--- src/rtl/rpt_pkg.sv ---
`default_nettype none
// ----------------------------------------------------------------------------
// rpt_pkg
// Shared types, codes and helpers of the route pattern tokenizer.
// ----------------------------------------------------------------------------
package rpt_pkg;

    localparam int COUNT_WIDTH_DEF = 32;
    localparam int CNT_W           = 32;
    localparam int QUEUE_DEPTH     = 2;

    localparam logic [3:0] K_MATCH     = 4'd0;
    localparam logic [3:0] K_CAP_UNTIL = 4'd1;
    localparam logic [3:0] K_FIND_FWD  = 4'd2;
    localparam logic [3:0] K_FIND_REV  = 4'd3;
    localparam logic [3:0] K_CAP_END   = 4'd4;
    localparam logic [3:0] K_CAP_BYTES = 4'd5;
    localparam logic [3:0] K_JUMP_FWD  = 4'd6;
    localparam logic [3:0] K_JUMP_BACK = 4'd7;
    localparam logic [3:0] K_JUMP_END  = 4'd8;
    localparam logic [3:0] K_JUMP_ABS  = 4'd9;

    localparam logic [2:0] ERR_OK        = 3'd0;
    localparam logic [2:0] ERR_NO_DOLLAR = 3'd1;
    localparam logic [2:0] ERR_UNEXPECT  = 3'd2;
    localparam logic [2:0] ERR_ESCAPE    = 3'd3;
    localparam logic [2:0] ERR_HEX       = 3'd4;
    localparam logic [2:0] ERR_ZERO_CAP  = 3'd5;
    localparam logic [2:0] ERR_MID_TOKEN = 3'd6;

    typedef struct packed {
        logic [3:0]       kind;
        logic             text_valid;
        logic [7:0]       text_byte;
        logic             done;
        logic [CNT_W-1:0] count;
        logic [2:0]       err;
        logic             last;
    } rpt_entry_t;

    typedef struct packed {
        logic ok;
        logic [3:0] nibble;
    } rpt_hex_t;

    function automatic rpt_hex_t hex_of(input logic [7:0] c);
        rpt_hex_t r;
        r.ok     = 1'b1;
        r.nibble = 4'd0;
        if (c >= 8'h30 && c <= 8'h39)
            r.nibble = c[3:0];
        else if (c >= 8'h61 && c <= 8'h66)
            r.nibble = 4'(c - 8'h57);
        else if (c >= 8'h41 && c <= 8'h46)
            r.nibble = 4'(c - 8'h37);
        else
            r.ok = 1'b0;
        return r;
    endfunction

endpackage
`default_nettype wire

--- src/rtl/rpt_lexer.sv ---
`default_nettype none
// ----------------------------------------------------------------------------
// rpt_lexer
// Front end: accepts pattern bytes, runs the lexer state machine and builds
// one queue entry for each byte that yields a result.
// ----------------------------------------------------------------------------
module rpt_lexer #(
    parameter int COUNT_WIDTH = 32
) (
    input  wire                      clk,
    input  wire                      rst_n,
    input  wire                      fire,
    input  wire  [7:0]               pattern_byte,
    input  wire                      is_last,
    output logic                     push,
    output rpt_pkg::rpt_entry_t      entry
);
    import rpt_pkg::*;

    localparam int SAT_W = (COUNT_WIDTH < CNT_W) ? COUNT_WIDTH : CNT_W;
    localparam logic [SAT_W-1:0] SAT_MAX = {SAT_W{1'b1}};

    localparam logic [4:0] ST_IDLE       = 5'd0;
    localparam logic [4:0] ST_DOLLAR     = 5'd1;
    localparam logic [4:0] ST_BRACE      = 5'd2;
    localparam logic [4:0] ST_BRACE_NUM  = 5'd3;
    localparam logic [4:0] ST_BRACKET    = 5'd4;
    localparam logic [4:0] ST_GT         = 5'd5;
    localparam logic [4:0] ST_LT         = 5'd6;
    localparam logic [4:0] ST_NUM_BRK    = 5'd7;
    localparam logic [4:0] ST_E1         = 5'd8;
    localparam logic [4:0] ST_E2         = 5'd9;
    localparam logic [4:0] ST_E3         = 5'd10;
    localparam logic [4:0] ST_END_MINUS  = 5'd11;
    localparam logic [4:0] ST_QUOTE      = 5'd12;
    localparam logic [4:0] ST_ESC        = 5'd13;
    localparam logic [4:0] ST_HEX1       = 5'd14;
    localparam logic [4:0] ST_HEX2       = 5'd15;
    localparam logic [4:0] ST_AFTER_Q    = 5'd16;

    localparam logic [7:0] CH_DOLLAR = 8'h24;
    localparam logic [7:0] CH_QUOTE  = 8'h27;
    localparam logic [7:0] CH_BSLASH = 8'h5C;
    localparam logic [7:0] CH_LBRACE = 8'h7B;
    localparam logic [7:0] CH_RBRACE = 8'h7D;
    localparam logic [7:0] CH_LBRACK = 8'h5B;
    localparam logic [7:0] CH_RBRACK = 8'h5D;
    localparam logic [7:0] CH_GT     = 8'h3E;
    localparam logic [7:0] CH_LT     = 8'h3C;
    localparam logic [7:0] CH_E      = 8'h45;
    localparam logic [7:0] CH_N      = 8'h4E;
    localparam logic [7:0] CH_D      = 8'h44;
    localparam logic [7:0] CH_MINUS  = 8'h2D;
    localparam logic [7:0] CH_LC_N   = 8'h6E;
    localparam logic [7:0] CH_LC_T   = 8'h74;
    localparam logic [7:0] CH_LC_R   = 8'h72;
    localparam logic [7:0] CH_ZERO   = 8'h30;
    localparam logic [7:0] CH_NINE   = 8'h39;
    localparam logic [7:0] CH_LC_X   = 8'h78;

    logic [4:0]       state_reg, state_next;
    logic [3:0]       kind_reg, kind_next;
    logic [SAT_W-1:0] acc_reg, acc_next;
    logic [3:0]       hex_reg, hex_next;
    logic             latch_reg, latch_next;

    logic             have, tv, done, use_cnt;
    logic [7:0]       tb;
    logic [2:0]       err;
    logic [4:0]       st;
    logic [3:0]       kd;
    logic             is_dig;
    logic [SAT_W-1:0] acc_dig;
    logic [SAT_W-1:0] acc_first;
    logic [SAT_W+3:0] acc_wide;
    rpt_hex_t         hx;

    assign is_dig   = (pattern_byte >= CH_ZERO) && (pattern_byte <= CH_NINE);
    assign acc_wide = {4'd0, acc_reg} * (SAT_W + 4)'(10) + (SAT_W + 4)'(pattern_byte[3:0]);
    assign acc_dig  = (acc_wide > {4'd0, SAT_MAX}) ? SAT_MAX : acc_wide[SAT_W-1:0];
    assign acc_first = SAT_W'(pattern_byte[3:0]);
    assign hx       = hex_of(pattern_byte);

    always_comb
    begin
        st      = state_reg;
        kd      = kind_reg;
        acc_next = acc_reg;
        hex_next = hex_reg;
        have    = 1'b0;
        tv      = 1'b0;
        done    = 1'b0;
        use_cnt = 1'b0;
        tb      = 8'd0;
        err     = ERR_OK;
        unique case (state_reg)
            ST_IDLE:
            begin
                if (pattern_byte == CH_DOLLAR) st = ST_DOLLAR;
                else err = ERR_NO_DOLLAR;
            end
            ST_DOLLAR:
            begin
                if (pattern_byte == CH_QUOTE)
                begin
                    kd = K_MATCH;
                    st = ST_QUOTE;
                end
                else if (pattern_byte == CH_LBRACE) st = ST_BRACE;
                else if (pattern_byte == CH_LBRACK) st = ST_BRACKET;
                else err = ERR_UNEXPECT;
            end
            ST_BRACE:
            begin
                if (pattern_byte == CH_RBRACE)
                begin
                    have = 1'b1;
                    done = 1'b1;
                    kd   = K_CAP_END;
                    st   = ST_IDLE;
                end
                else if (pattern_byte == CH_QUOTE)
                begin
                    kd = K_CAP_UNTIL;
                    st = ST_QUOTE;
                end
                else if (is_dig)
                begin
                    kd       = K_CAP_BYTES;
                    acc_next = acc_first;
                    st       = ST_BRACE_NUM;
                end
                else err = ERR_UNEXPECT;
            end
            ST_BRACE_NUM:
            begin
                if (is_dig) acc_next = acc_dig;
                else if (acc_reg == '0) err = ERR_ZERO_CAP;
                else if (pattern_byte == CH_RBRACE)
                begin
                    have    = 1'b1;
                    done    = 1'b1;
                    use_cnt = 1'b1;
                    st      = ST_IDLE;
                end
                else err = ERR_UNEXPECT;
            end
            ST_BRACKET:
            begin
                if (pattern_byte == CH_GT) st = ST_GT;
                else if (pattern_byte == CH_LT) st = ST_LT;
                else if (pattern_byte == CH_E) st = ST_E1;
                else if (is_dig)
                begin
                    kd       = K_JUMP_ABS;
                    acc_next = acc_first;
                    st       = ST_NUM_BRK;
                end
                else err = ERR_UNEXPECT;
            end
            ST_GT, ST_LT:
            begin
                if (pattern_byte == CH_QUOTE)
                begin
                    kd = (state_reg == ST_GT) ? K_FIND_FWD : K_FIND_REV;
                    st = ST_QUOTE;
                end
                else if (is_dig)
                begin
                    kd       = (state_reg == ST_GT) ? K_JUMP_FWD : K_JUMP_BACK;
                    acc_next = acc_first;
                    st       = ST_NUM_BRK;
                end
                else err = ERR_UNEXPECT;
            end
            ST_NUM_BRK:
            begin
                if (is_dig) acc_next = acc_dig;
                else if (pattern_byte == CH_RBRACK)
                begin
                    have    = 1'b1;
                    done    = 1'b1;
                    use_cnt = 1'b1;
                    st      = ST_IDLE;
                end
                else err = ERR_UNEXPECT;
            end
            ST_E1:
            begin
                if (pattern_byte == CH_N) st = ST_E2;
                else err = ERR_UNEXPECT;
            end
            ST_E2:
            begin
                if (pattern_byte == CH_D) st = ST_E3;
                else err = ERR_UNEXPECT;
            end
            ST_E3:
            begin
                kd = K_JUMP_END;
                if (pattern_byte == CH_RBRACK)
                begin
                    have = 1'b1;
                    done = 1'b1;
                    st   = ST_IDLE;
                end
                else if (pattern_byte == CH_MINUS) st = ST_END_MINUS;
                else err = ERR_UNEXPECT;
            end
            ST_END_MINUS:
            begin
                if (is_dig)
                begin
                    kd       = K_JUMP_END;
                    acc_next = acc_first;
                    st       = ST_NUM_BRK;
                end
                else err = ERR_UNEXPECT;
            end
            ST_QUOTE:
            begin
                if (pattern_byte == CH_QUOTE)
                begin
                    if (kind_reg == K_MATCH)
                    begin
                        have = 1'b1;
                        done = 1'b1;
                        st   = ST_IDLE;
                    end
                    else st = ST_AFTER_Q;
                end
                else if (pattern_byte == CH_BSLASH) st = ST_ESC;
                else
                begin
                    have = 1'b1;
                    tv   = 1'b1;
                    tb   = pattern_byte;
                end
            end
            ST_ESC:
            begin
                st = ST_QUOTE;
                priority if (pattern_byte == CH_BSLASH || pattern_byte == CH_QUOTE)
                begin
                    have = 1'b1;
                    tv   = 1'b1;
                    tb   = pattern_byte;
                end
                else if (pattern_byte == CH_LC_N)
                begin
                    have = 1'b1;
                    tv   = 1'b1;
                    tb   = 8'd10;
                end
                else if (pattern_byte == CH_LC_T)
                begin
                    have = 1'b1;
                    tv   = 1'b1;
                    tb   = 8'd9;
                end
                else if (pattern_byte == CH_LC_R)
                begin
                    have = 1'b1;
                    tv   = 1'b1;
                    tb   = 8'd13;
                end
                else if (pattern_byte == CH_ZERO)
                begin
                    have = 1'b1;
                    tv   = 1'b1;
                    tb   = 8'd0;
                end
                else if (pattern_byte == CH_LC_X) st = ST_HEX1;
                else err = ERR_ESCAPE;
            end
            ST_HEX1:
            begin
                if (!hx.ok) err = ERR_HEX;
                else
                begin
                    hex_next = hx.nibble;
                    st       = ST_HEX2;
                end
            end
            ST_HEX2:
            begin
                if (!hx.ok) err = ERR_HEX;
                else
                begin
                    have = 1'b1;
                    tv   = 1'b1;
                    tb   = {hex_reg, hx.nibble};
                    st   = ST_QUOTE;
                end
            end
            ST_AFTER_Q:
            begin
                if (pattern_byte == ((kind_reg == K_CAP_UNTIL) ? CH_RBRACE : CH_RBRACK))
                begin
                    have = 1'b1;
                    done = 1'b1;
                    st   = ST_IDLE;
                end
                else err = ERR_UNEXPECT;
            end
            default:
            begin
                err = ERR_UNEXPECT;
            end
        endcase

        if (err == ERR_OK && is_last && st != ST_IDLE) err = ERR_MID_TOKEN;

        state_next = st;
        kind_next  = kd;
        latch_next = latch_reg;
        if (latch_reg)
        begin
            if (is_last) latch_next = 1'b0;
        end
        else if (err != ERR_OK || done)
        begin
            state_next = ST_IDLE;
            kind_next  = K_MATCH;
            acc_next   = '0;
            hex_next   = 4'd0;
            latch_next = (err != ERR_OK) && !is_last;
        end
        if (latch_reg)
        begin
            state_next = ST_IDLE;
            kind_next  = K_MATCH;
            acc_next   = '0;
            hex_next   = 4'd0;
        end

        push             = fire && !latch_reg && (have || err != ERR_OK);
        entry.kind       = kd;
        entry.text_valid = tv;
        entry.text_byte  = tb;
        entry.done       = done;
        entry.count      = use_cnt ? CNT_W'(acc_reg) : '0;
        entry.err        = err;
        entry.last       = is_last;
    end

    always_ff @(posedge clk or negedge rst_n)
    begin
        if (!rst_n)
        begin
            state_reg <= ST_IDLE;
            kind_reg  <= K_MATCH;
            acc_reg   <= '0;
            hex_reg   <= 4'd0;
            latch_reg <= 1'b0;
        end
        else if (fire)
        begin
            state_reg <= state_next;
            kind_reg  <= kind_next;
            acc_reg   <= acc_next;
            hex_reg   <= hex_next;
            latch_reg <= latch_next;
        end
    end

endmodule
`default_nettype wire

--- src/rtl/rpt_queue.sv ---
`default_nettype none
// ----------------------------------------------------------------------------
// rpt_queue
// Short flop queue between the lexer and the output stage.
// ----------------------------------------------------------------------------
module rpt_queue (
    input  wire                  clk,
    input  wire                  rst_n,
    input  wire                  push,
    input  rpt_pkg::rpt_entry_t  push_data,
    input  wire                  pop,
    output logic                 full,
    output logic                 not_empty,
    output rpt_pkg::rpt_entry_t  head
);
    import rpt_pkg::*;

    localparam int PTR_W = (QUEUE_DEPTH > 1) ? $clog2(QUEUE_DEPTH) : 1;
    localparam int CNT_QW = $clog2(QUEUE_DEPTH + 1);
    localparam logic [PTR_W-1:0] LAST_PTR = PTR_W'(QUEUE_DEPTH - 1);

    rpt_entry_t         mem_reg [QUEUE_DEPTH];
    logic [PTR_W-1:0]   wr_ptr_reg, wr_ptr_next;
    logic [PTR_W-1:0]   rd_ptr_reg, rd_ptr_next;
    logic [CNT_QW-1:0]  count_reg, count_next;
    logic               do_push, do_pop;

    assign full      = (count_reg == CNT_QW'(QUEUE_DEPTH));
    assign not_empty = (count_reg != '0);
    assign head      = mem_reg[rd_ptr_reg];
    assign do_push   = push && !full;
    assign do_pop    = pop && not_empty;

    always_comb
    begin
        wr_ptr_next = wr_ptr_reg;
        rd_ptr_next = rd_ptr_reg;
        count_next  = count_reg;
        if (do_push) wr_ptr_next = (wr_ptr_reg == LAST_PTR) ? '0 : wr_ptr_reg + 1'b1;
        if (do_pop) rd_ptr_next = (rd_ptr_reg == LAST_PTR) ? '0 : rd_ptr_reg + 1'b1;
        if (do_push && !do_pop) count_next = count_reg + 1'b1;
        else if (do_pop && !do_push) count_next = count_reg - 1'b1;
    end

    always_ff @(posedge clk or negedge rst_n)
    begin
        if (!rst_n)
        begin
            wr_ptr_reg <= '0;
            rd_ptr_reg <= '0;
            count_reg  <= '0;
        end
        else
        begin
            wr_ptr_reg <= wr_ptr_next;
            rd_ptr_reg <= rd_ptr_next;
            count_reg  <= count_next;
        end
    end

    always_ff @(posedge clk)
    begin
        if (do_push) mem_reg[wr_ptr_reg] <= push_data;
    end

endmodule
`default_nettype wire

--- src/rtl/rpt_out.sv ---
`default_nettype none
// ----------------------------------------------------------------------------
// rpt_out
// Back end: pops queue entries, formats the result fields and holds them in
// the output register until the transaction completes.
// ----------------------------------------------------------------------------
module rpt_out (
    input  wire                  clk,
    input  wire                  rst_n,
    input  wire                  head_valid,
    input  rpt_pkg::rpt_entry_t  head,
    output logic                 pop,
    output logic                 tok_valid,
    input  wire                  tok_ready,
    output logic [3:0]           token_kind,
    output logic                 text_valid,
    output logic [7:0]           text_byte,
    output logic                 token_done,
    output logic [31:0]          count_value,
    output logic [2:0]           error_code,
    output logic                 pattern_end
);
    import rpt_pkg::*;

    logic             valid_reg;
    logic [3:0]       kind_reg;
    logic             tv_reg;
    logic [7:0]       tb_reg;
    logic             done_reg;
    logic [31:0]      cnt_reg;
    logic [2:0]       err_reg;
    logic             end_reg;
    logic             is_err;

    assign pop    = head_valid && (!valid_reg || tok_ready);
    assign is_err = (head.err != ERR_OK);

    always_ff @(posedge clk or negedge rst_n)
    begin
        if (!rst_n) valid_reg <= 1'b0;
        else if (pop) valid_reg <= 1'b1;
        else if (tok_ready) valid_reg <= 1'b0;
    end

    always_ff @(posedge clk)
    begin
        if (pop)
        begin
            kind_reg <= is_err ? K_MATCH : head.kind;
            tv_reg   <= !is_err && head.text_valid;
            tb_reg   <= (!is_err && head.text_valid) ? head.text_byte : 8'd0;
            done_reg <= !is_err && head.done;
            cnt_reg  <= is_err ? 32'd0 : 32'(head.count);
            err_reg  <= head.err;
            end_reg  <= head.last;
        end
    end

    assign tok_valid   = valid_reg;
    assign token_kind  = kind_reg;
    assign text_valid  = tv_reg;
    assign text_byte   = tb_reg;
    assign token_done  = done_reg;
    assign count_value = cnt_reg;
    assign error_code  = err_reg;
    assign pattern_end = end_reg;

endmodule
`default_nettype wire

--- src/rtl/route_pattern_tokenizer.sv ---
`default_nettype none
// ----------------------------------------------------------------------------
// route_pattern_tokenizer
// Streaming lexer for segment patterns, one byte per transaction.
// ----------------------------------------------------------------------------
// Takes one pattern byte per clock cycle and gives at most one result per
// byte: an unescaped text byte, a token close with kind and number, or a
// coded error, after which bytes are dropped through the last byte. A result
// is written into a two-entry queue when its byte is taken, and the output
// register loads it from there once empty or once its held result is taken.
// Input stalls only while that queue is full. Numbers saturate at all ones of
// min(COUNT_WIDTH, 32) bits.
module route_pattern_tokenizer #(
    parameter int COUNT_WIDTH = rpt_pkg::COUNT_WIDTH_DEF
) (
    input  wire          clk,
    input  wire          rst_n,
    input  wire          pat_valid,
    output logic         pat_ready,
    input  wire  [7:0]   pattern_byte,
    input  wire          is_last,
    output logic         tok_valid,
    input  wire          tok_ready,
    output logic [3:0]   token_kind,
    output logic         text_valid,
    output logic [7:0]   text_byte,
    output logic         token_done,
    output logic [31:0]  count_value,
    output logic [2:0]   error_code,
    output logic         pattern_end
);
    import rpt_pkg::*;

    logic        fire;
    logic        push;
    logic        pop;
    logic        full;
    logic        not_empty;
    rpt_entry_t  entry;
    rpt_entry_t  head;

    assign pat_ready = !full;
    assign fire      = pat_valid && pat_ready;

    rpt_lexer #(
        .COUNT_WIDTH (COUNT_WIDTH)
    ) u_lexer (
        .clk          (clk),
        .rst_n        (rst_n),
        .fire         (fire),
        .pattern_byte (pattern_byte),
        .is_last      (is_last),
        .push         (push),
        .entry        (entry)
    );

    rpt_queue u_queue (
        .clk       (clk),
        .rst_n     (rst_n),
        .push      (push),
        .push_data (entry),
        .pop       (pop),
        .full      (full),
        .not_empty (not_empty),
        .head      (head)
    );

    rpt_out u_out (
        .clk         (clk),
        .rst_n       (rst_n),
        .head_valid  (not_empty),
        .head        (head),
        .pop         (pop),
        .tok_valid   (tok_valid),
        .tok_ready   (tok_ready),
        .token_kind  (token_kind),
        .text_valid  (text_valid),
        .text_byte   (text_byte),
        .token_done  (token_done),
        .count_value (count_value),
        .error_code  (error_code),
        .pattern_end (pattern_end)
    );

endmodule
`default_nettype wire

--- config.mk ---
export PLATFORM = sky130hd
export DESIGN_NAME = route_pattern_tokenizer
export DESIGN_NICKNAME = d
export VERILOG_FILES = /design/src/rtl/rpt_pkg.sv /design/src/rtl/rpt_lexer.sv /design/src/rtl/rpt_queue.sv /design/src/rtl/rpt_out.sv /design/src/rtl/route_pattern_tokenizer.sv
export SDC_FILE = /design/constraint.sdc
export NUM_CORES = 1
export LEC_CHECK = 0
export BUFFER_PORTS_ARGS = -buffer_cell sky130_fd_sc_hd__buf_2
export CAP_MARGIN = 20
export CORE_MARGIN = 1
export CORE_UTILIZATION = 35
export CTS_CLUSTER_SIZE = 20
export DETAILED_ROUTE_END_ITERATION = 8
export GPL_TIMING_DRIVEN = 0
export PLACE_DENSITY_LB_ADDON = 0.05
export SLEW_MARGIN = 20
export SYNTH_ARGS = -nofsm -noshare
export SYNTH_HDL_FRONTEND = slang
export SYNTH_SLANG_ARGS = --single-unit
--- constraint.sdc ---
create_clock -name clk -period 8.8 [get_ports clk]
set_input_delay 0.88 -clock clk [delete_from_list [all_inputs] [get_ports clk]]
set_output_delay 0.88 -clock clk [all_outputs]
set_load 0.02 [all_outputs]
# == After elaboration in Yosys (flattened, before gate mapping) ==
# Memory sizes are Yosys's and may differ from the RTL's.
# Cells that the tools add are included.
# word_totals
regBits,101
mem_bits_rw,100
input_bits,13
output_inout_bits,52
wordCells,263
n_memories,1
# memory_table
memory,words,word_bits,rd,rd_ports_with_merged_regs,wr,line_no,source
u_queue.mem_reg,2,50,1,0,1,rpt_queue.sv:22,rpt_entry_t mem_reg [QUEUE_DEPTH];
# op_classes
addsub,7
multipliers,1
order_cmp,7
eq_ne,42
n_mux,144
reduce_logical,45
# ops
cell,count
32-bit 2-to-1 mux,11
5-bit 2-to-1 mux,34
32-bit case mux with 5 select lines,1
"8-bit by 7-bit equality test with 1-bit output, second input constant",12
4-bit 2-to-1 mux,21
5-bit case mux with 16 select lines,1
3-bit 2-to-1 mux,18
"8-bit by 6-bit equality test with 1-bit output, second input constant",6
8-bit 2-to-1 mux,6
3-bit case mux with 15 select lines,1
"5-bit by 4-bit equality test with 1-bit output, second input constant",8
36-bit by 4-bit adder with 36-bit output,1
"36-bit by 32-bit > comparator with 1-bit output, second input constant",1
"32-bit by 3-bit multiplier with 35-bit output, second input constant",1
32-bit zero test,1
1-bit 2-to-1 mux,32
2-bit 2-to-1 mux,12
4-bit case mux with 6 select lines,1
8-bit case mux with 3 select lines,1
"5-bit by 3-bit equality test with 1-bit output, second input constant",4
"8-bit by 7-bit >= comparator with 1-bit output, second input constant",2
"8-bit by 7-bit less-or-equal comparator with 1-bit output, second input constant",2
1-bit logical AND,16
"4-bit by 3-bit inequality test with 1-bit output, second input constant",4
30 further kinds,49

# == Longest topological paths before layout ==
# Gate-level depths: netlist (run 1).
# logic_depth
word_depth,20
ltp_mapped,16
mapped_depth_nobuf,15

# == Cells and area by module ==
# A second synthesis (run 1) with hierarchy kept.
# hier_totals
hier_cells,1215
area_unflattened_um2,12969.9
# modules_own_cells
mod,instances,cells_each,area_each_um2,seq_area_each_um2
rpt_lexer,1,933,7026.7,1151.1
rpt_queue,1,175,4061.4,3103.0
rpt_out,1,105,1871.8,1526.5
route_pattern_tokenizer,1,2,10.0,0.0

# == Worst setup path before layout (run 1) ==
# No wires, ideal clock.
# synth_timing
kind,in2reg
from,in pattern_byte[0]
to,mem u_queue.mem_reg[0][0] (netlist bit) (enable)
setup_ns,0.458
arrival_time_ns,4.907
required_ns,8.342
setup_slack_ns,3.435
path_stages,12
path_buffers,2
path_cell_list,inv_1 > ha_1 > buf_2 > o21bai_1 > a21oi_1 > clkbuf_1 > o22ai_1 > nand4_1 > o31a_1 > o41a_1 > o41ai_2 > nor2_1
# synth_between
elab_chain_len,18
word_cells_on_any_way,119
classes_between,order compare (6); eq/ne (19); mux (82); reduce/logical (12)
# synth_rtl
item,line_no,source
start: declaration,route_pattern_tokenizer.sv:20,"input wire [7:0] pattern_byte,"
"parallel branches: the longest is 13 deep, another holds 8-bit by 6-bit >= comparator with 1-bit output",-,
1-bit logical OR *,rpt_lexer.sv:337,push = fire && !latch_reg && (have || err != ERR_OK);
1-bit logical AND *,rpt_lexer.sv:337,
1-bit logical AND *,rpt_queue.sv:31,assign do_push = push && !full;
1-bit 2-to-1 mux *,rpt_queue.sv:63,if (do_push) mem_reg[wr_ptr_reg] <= push_data;
1-bit 2-to-1 mux (not written as such) *,rpt_queue.sv:63,
end: declaration,rpt_queue.sv:22,
# Mark *: on every way between the ends.

# == Worst setup path after layout (run 1) ==
# layout_timing
from,reg u_lexer.acc_reg[1]
to,reg u_lexer.acc_reg[7]
# layout_between
elab_chain_len,12
word_cells_on_any_way,32
classes_between,add/sub (1); mul (1); order compare (1); eq/ne (5); mux (15); reduce/logical (9)
# layout_rtl
item,line_no,source
start: declaration,rpt_lexer.sv:63,"logic [SAT_W-1:0] acc_reg, acc_next;"
start signal: assignment,rpt_lexer.sv:361,acc_reg <= acc_next;
"parallel branches: the longest is 12 deep, another holds 36-bit by 4-bit adder with 36-bit output",-,
# Parallel ways; which one is timed is not known. The select of a mux whose other input is x is not followed.
# A chain may end at the register's enable or synchronous reset.

==> flow_summary_export.csv, run 1 <==
group,metric,value,unit
yosys,synthCells,1224,
yosys,synth_area_leaders,"edfxtp_1, dfrtp_1, ha_1",
timing,tns,0,ns
final_layout,diodes,0,
hold_path,hp-class,"input pin to asynchronous set/reset pin",
placed_design,placed_area,0.0134,mm2
clock_network,cts-root-buf,"clkbuf_16",
yosys,synth_top_area_cell,"edfxtp_1",
final_layout,synthToLayoutAreaGrowth,13.9,%
yosys,ys_async_sr_fraction,25.4,%
final_layout,register_area,0.00578,mm2
worst_setup_path,setup.worst_path.class,"flip-flop to flip-flop",
status,status,"complete, no violations",
timing,fin_skew,0.0101,ns
worst_setup_path,cp.buffers_inverters,2,
global_route,grt_pass1_vias,9368,
clock_network,clockBufferDepth,3,
clock_network,cts_tree,"built",
die,die_h,190,um
final_layout,final_area,0.0141,mm2
final_layout,layout-drive-gt1-share,11.7,%
worst_setup_path,cp-start-kind,"flip-flop",
timing,slew_headroom,18.9,%
timing,tightestPinTransition,1.20,ns
yosys,synth_nets,1307,
die,start_util,35.8,%
routing,viasPerCell,5.43,
timing,hold_ws,0.420,ns
clock_network,holdBufCountCts,0,
yosys,synth.top_cells.by_count,"edfxtp_1, nand2_1, nor2_1, ha_1, a21oi_1",
clock_network,cts_made_buffers,23,
job,max_cap_viol_count,0,
worst_setup_path,max_stage_delay,0.60,ns
timing,finalHoldViolations,0,
global_route,overflow,0,
timing,timing.fmax,194,MHz
worst_setup_path,cp_max_fo,10,
yosys,syn-cell-area,0.0124,mm2
worst_setup_path,cp_cell_sequence,"ha_1, ha_1, inv_1, fa_1, nor2b_1, o31ai_2, a211oi_1, o21ai_0, a211oi_1, nand2_1, or4b_1, or3_1, nand3_1, buf_2, o211ai_1",
worst_setup_path,critPathArrivalTime,5.51,ns
final_layout,multiInputGateArea,0.00626,mm2
die,ios,65,
clock_network,cts_num_sinks,201,
die,die_area,0.0362,mm2
routing,first_pass_iters,6,
clock_network,post_cts_buffers,0,
yosys,synthMostInstantiatedCell,"edfxtp_1",
timing,slew_violations,0,
yosys,yosysWarnings,0,
final_layout,nFillCells,3397,
timing,grt_setup_unrepaired,"no",
worst_setup_path,critPathCaptureType,"flip-flop",
routing,drc,0,
final_layout,fin_nets,1401,
pwr,irDropWorstVdd,0.000155,V
placed_design,io_buffers,64,
yosys,dominantRegCellSynth,"edfxtp_1",
timing,period_share,58.6,%
timing,period_needed,5.16,ns
yosys,ys_types,91,
die,core,0.0347,mm2
routing,dr_total_vias,9720,
routing,postRouteAntennaNets,0,
global_route,grt_max_degree,52,
worst_setup_path,critical_path.top_delay_family,"simple AND/OR/NAND/NOR gates",
final_layout,largest_register_ffs,100,
worst_setup_path,crit_slowest_cell,"a211oi_1",
routing,drt_iter0_drc,864,
pwr,cellLeakagePower,5.55,nW
yosys,yosysTopAreaCellShare,36.3,%
worst_setup_path,required,9.15,ns
placed_design,dp_hpwl,28000,um
clock_network,cts.htree.levels,1,
yosys,seq_area_frac_synth,46.6,%
yosys,synth_area_per_cell,10.1,um2
pwr,powerDensity,198,mW/mm2
clock_network,clkLatencyLatePin,0.50,ns
clock_network,cts.reportedPaths.clkPinSlew,0.06,ns
placed_design,gp_congestion,0.937,
clock_network,post_cts_resized,0,
routing,wirelength,35800,um
die,die_x,190,um
global_route,antenna_found_initial,0,
global_route,grt_use_total,20.1,%
yosys,synth_edf_count,150,
die,rows,68,
timing,setup_viol,0,
routing,wl_per_cell,20.0,um
global_route,grt_pass1_wl,56200,um
yosys,ys_seq_elements,201,
==> cell type report <==
class                   instances  share of cell area, %
multi-input cells             932                   44.3
flip-flops and latches        201                   40.9
clock buffers                  31                   4.35
well taps                     455                   4.03
repair buffers                 69                   3.10
plain buffers                  70                   2.18
clock inverters                11                  0.593
inverters                      21                  0.558
==> where the power goes <==
group          switching, W  internal (W)
clock network      0.000361      0.000520
registers         0.0000436       0.00122
logic              0.000430      0.000217
total              0.000834       0.00196
==> layer usage <==
| layer | global-route usage (%) | vias up | part of all wire, % | routed length, um |
|---|---|---|---|---|
| li1 | - | 4809 | - | - |
| met1 | 31.8 | 4608 | 53 | 19000 |
| met2 | 28.7 | 257 | 40 | 14500 |
| met3 | 2.43 | 46 | 4.6 | 1650 |
| met4 | 4.00 | 0 | 1.8 | 637 |
| met5 | 0 | - | 0 | 0 |
==> final timing paths <==
check | endpoint | cells past startpoint | slack [ns] | start
max | u_lexer.acc_reg[7] | 15 | 3.64 | u_lexer.acc_reg[1]
min | u_lexer.state_reg[3] | 1 | 0.42 | rst_n
min in group clk | u_lexer.hex_reg[3] | 2 | 0.50 | u_lexer.hex_reg[3]
max in group asynchronous | u_out.tok_valid | 1 | 7.85 | rst_n
min reg2reg | u_lexer.hex_reg[3] | 2 | 0.50 | u_lexer.hex_reg[3]
max reg2reg | u_lexer.acc_reg[7] | 15 | 3.64 | u_lexer.acc_reg[1]
==> kinds of logic after synthesis <==
logic type / count (synthesis) / share of synthesized area [%]
and+or+nand+nor: 492 / 20.4
AOI/OAI and AO/OA: 268 / 15.0
DFF: 201 / 46.6
buffers and inverters: 91 / 3.11
adders and majority gates: 70 / 7.17
muxes: 54 / 4.41
xor gates and xnor gates: 48 / 3.39
==> stage by stage <==
| stage | total power, W | instances | util (%) | worst slack [ns] |
|---|---|---|---|---|
| global placement | 0.00193 | 1743 | 38.3 | 0.713 |
| floorplan | 0.00171 | 1224 | - | 3.44 |
| finish | 0.00279 | 1790 | 40.7 | 3.64 |
| detailed placement | 0.00195 | 1748 | 38.7 | 3.21 |
| global route | 0.00293 | 1790 | 40.7 | 3.24 |
| CTS | 0.00284 | 1790 | 40.7 | 3.63 |
==> cell usage in the layout (no fill, tap or decap), types with 7 or more instances in the layout <==
cell,netlist,final
edfxtp_1,150,150
nand2_1,129,129
nor2_1,111,109
buf_2,15,78
ha_1,68,68
a21oi_1,64,64
dfrtp_1,51,51
clkbuf_1,41,48
mux2i_1,48,48
and2_1,40,40
o21ai_0,39,39
nor3_1,38,38
o211ai_1,37,37
nand3_1,34,34
xnor2_1,29,29
clkbuf_16,0,23
nor4_1,21,21
inv_1,21,20
nand4_1,19,19
xor2_1,19,19
or3_1,18,18
nand2b_1,16,16
a211oi_1,12,12
and3_1,11,11
a21o_1,10,10
o21ai_1,9,9
buf_1,8,8
o21a_1,8,8
o221ai_1,7,7
nor3b_1,7,7
(Power assumes the default switching activity.)
==> run 2: changes to the inputs <==
Clock period 8.8 ns to 5.35 ns, I/O delays scaled along.
==> flow_summary_export.csv, run 2 (synthesis gave the netlist of run 1 again) <==
group,metric,value,unit
clock_network,post_cts_buffers,0,
worst_setup_path,crit_slowest_cell,"nor4_2",
worst_setup_path,critPathArrivalTime,5.33,ns
global_route,grt_use_total,20.1,%
die,core,0.0347,mm2
global_route,grt_pass1_vias,9368,
die,rows,68,
clock_network,clockBufferDepth,3,
global_route,grt_pass1_wl,56200,um
timing,fin_skew,0.0106,ns
routing,dr_total_vias,9752,
clock_network,post_cts_resized,0,
worst_setup_path,critPathCaptureType,"flip-flop",
pwr,irDropWorstVdd,0.000255,V
final_layout,largest_register_ffs,100,
die,ios,65,
clock_network,cts.htree.levels,1,
clock_network,holdBufCountCts,0,
pwr,cellLeakagePower,5.55,nW
timing,tns,0,ns
routing,drt_iter0_drc,824,
timing,setup_viol,0,
placed_design,io_buffers,64,
clock_network,cts_made_buffers,23,
status,status,"complete, no violations",
global_route,grt_max_degree,52,
global_route,overflow,0,
clock_network,clkLatencyLatePin,0.50,ns
placed_design,gp_congestion,0.937,
die,start_util,35.8,%
clock_network,cts-root-buf,"clkbuf_16",
pwr,finalPower,0.00459,W
global_route,met2_usage,28.7,%
routing,first_pass_iters,7,
final_layout,layout-drive-gt1-share,11.8,%
worst_setup_path,setup.worst_path.class,"flip-flop to flip-flop",
timing,finalHoldViolations,0,
worst_setup_path,required,5.70,ns
routing,drc,0,
final_layout,final_common_cell,"edfxtp_1",
global_route,busiest_layer,"met1",
routing,wl_per_cell,20.0,um
placed_design,dp_hpwl,28000,um
worst_setup_path,cp_max_fo,10,
timing,period_needed,4.97,ns
final_layout,diodes,0,
routing,wirelength,35800,um
timing,slew_violations,0,
timing,tightestPinTransition,1.13,ns
die,die_x,190,um
final_layout,layout_common_cells,"edfxtp_1, nand2_1, nor2_1, buf_2, ha_1",
hold_path,hp-class,"input pin to asynchronous set/reset pin",
timing,slew_headroom,23.6,%
final_layout,fin_nets,1401,
global_route,antenna_found_initial,0,
global_route,globalRouteMet1Util,31.8,%
worst_setup_path,cp-start-kind,"flip-flop",
clock_network,cts.reportedPaths.clkPinSlew,0.06,ns
clock_network,cts_tree,"built",
worst_setup_path,cp_cell_sequence,"ha_1, ha_1, buf_2, a21oi_2, o21ai_0, and2_1, a211oi_1, nand4bb_1, nor4_2, nand4_1, or3_1, nand3_1, buf_2, o211ai_1",
routing,viasPerCell,5.45,
worst_setup_path,max_stage_delay,0.56,ns
clock_network,cts_num_sinks,201,
pwr,powerDensity,325,mW/mm2
timing,timing.fmax,201,MHz
routing,postRouteAntennaNets,0,
timing,period_share,93.0,%
die,die_h,190,um
global_route,met3_usage,2.43,%
final_layout,synthToLayoutAreaGrowth,13.9,%
job,max_cap_viol_count,0,
die,die_area,0.0362,mm2
timing,grt_setup_unrepaired,"no",
## run 2: cell types whose count changed in the layout (fill, tap and decap cells not counted)
cell       delta
a2111oi_0     -1
a2111oi_1     +1
a211oi_1      -1
a211oi_2      +1
## run 2: worst max-delay path: cells and delay by family (launching register included)
family | cells | cell delay, ns
AOI/OAI and AO/OA | 4 | 1.25
adders and majority gates | 2 | 0.61
buffers and inverters | 2 | 0.44
DFF | 1 | 0.46
and+or+nand+nor | 6 | 2.09
## run 2: final cells by class
type	instances	area, um2
clock buffers	31	616
clock inverters	11	83.8
multi-input cells	932	6270
fillers	3399	20600
inverters	21	78.8
plain buffers	70	308
well taps	455	569
repair buffers	69	438
flip-flops and latches	201	5780
## run 2: per-stage QoR
stage          area (um2)  hold WS, ns  cells  setup slack (ns)  utilization [%]
2_1_floorplan       12400        0.239   1224             0.330                -
3_3_place_gp        13300        0.483   1743             -2.39             38.3
3_5_place_dp        13400        0.495   1748             0.108             38.7
4_1_cts             14100        0.108   1790             0.175             40.7
5_1_grt             14100        0.119   1790            0.0132             40.7
6_report            14100       0.0748   1790             0.376             40.7
## run 2: routing by layer
| layer | vias to the layer above | wire (um) |
|---|---|---|
| met3 | 44 | 1780 |
| met1 | 4652 | 18900 |
| met4 | 0 | 627 |
| met5 | - | 0 |
| met2 | 256 | 14600 |
| li1 | 4800 | - |
## run 2: worst paths after layout
| kind | to | start | slack [ns] | cells past startpoint |
|---|---|---|---|---|
| max in group asynchronous | u_out.tok_valid | rst_n | 4.75 | 1 |
| setup / recovery | u_lexer.acc_reg[7] | u_lexer.acc_reg[7] | 0.38 | 14 |
| setup reg to reg | u_lexer.acc_reg[7] | u_lexer.acc_reg[7] | 0.38 | 14 |
| hold reg to reg | u_lexer.hex_reg[3] | u_lexer.hex_reg[3] | 0.50 | 2 |
| min in group clk | u_out.tok_valid | tok_ready | 0.34 | 3 |
| hold / removal | u_lexer.state_reg[3] | rst_n | 0.07 | 1 |
## run 2: where the power goes
| part | leakage (nW) | internal [W] | total, W | switching, W |
|---|---|---|---|---|
| Clock | 0.344 | 0.000855 | 0.00145 | 0.000593 |
| Sequential | 2.14 | 0.00201 | 0.00208 | 0.0000717 |
| Combinational | 3.07 | 0.000358 | 0.00107 | 0.000708 |
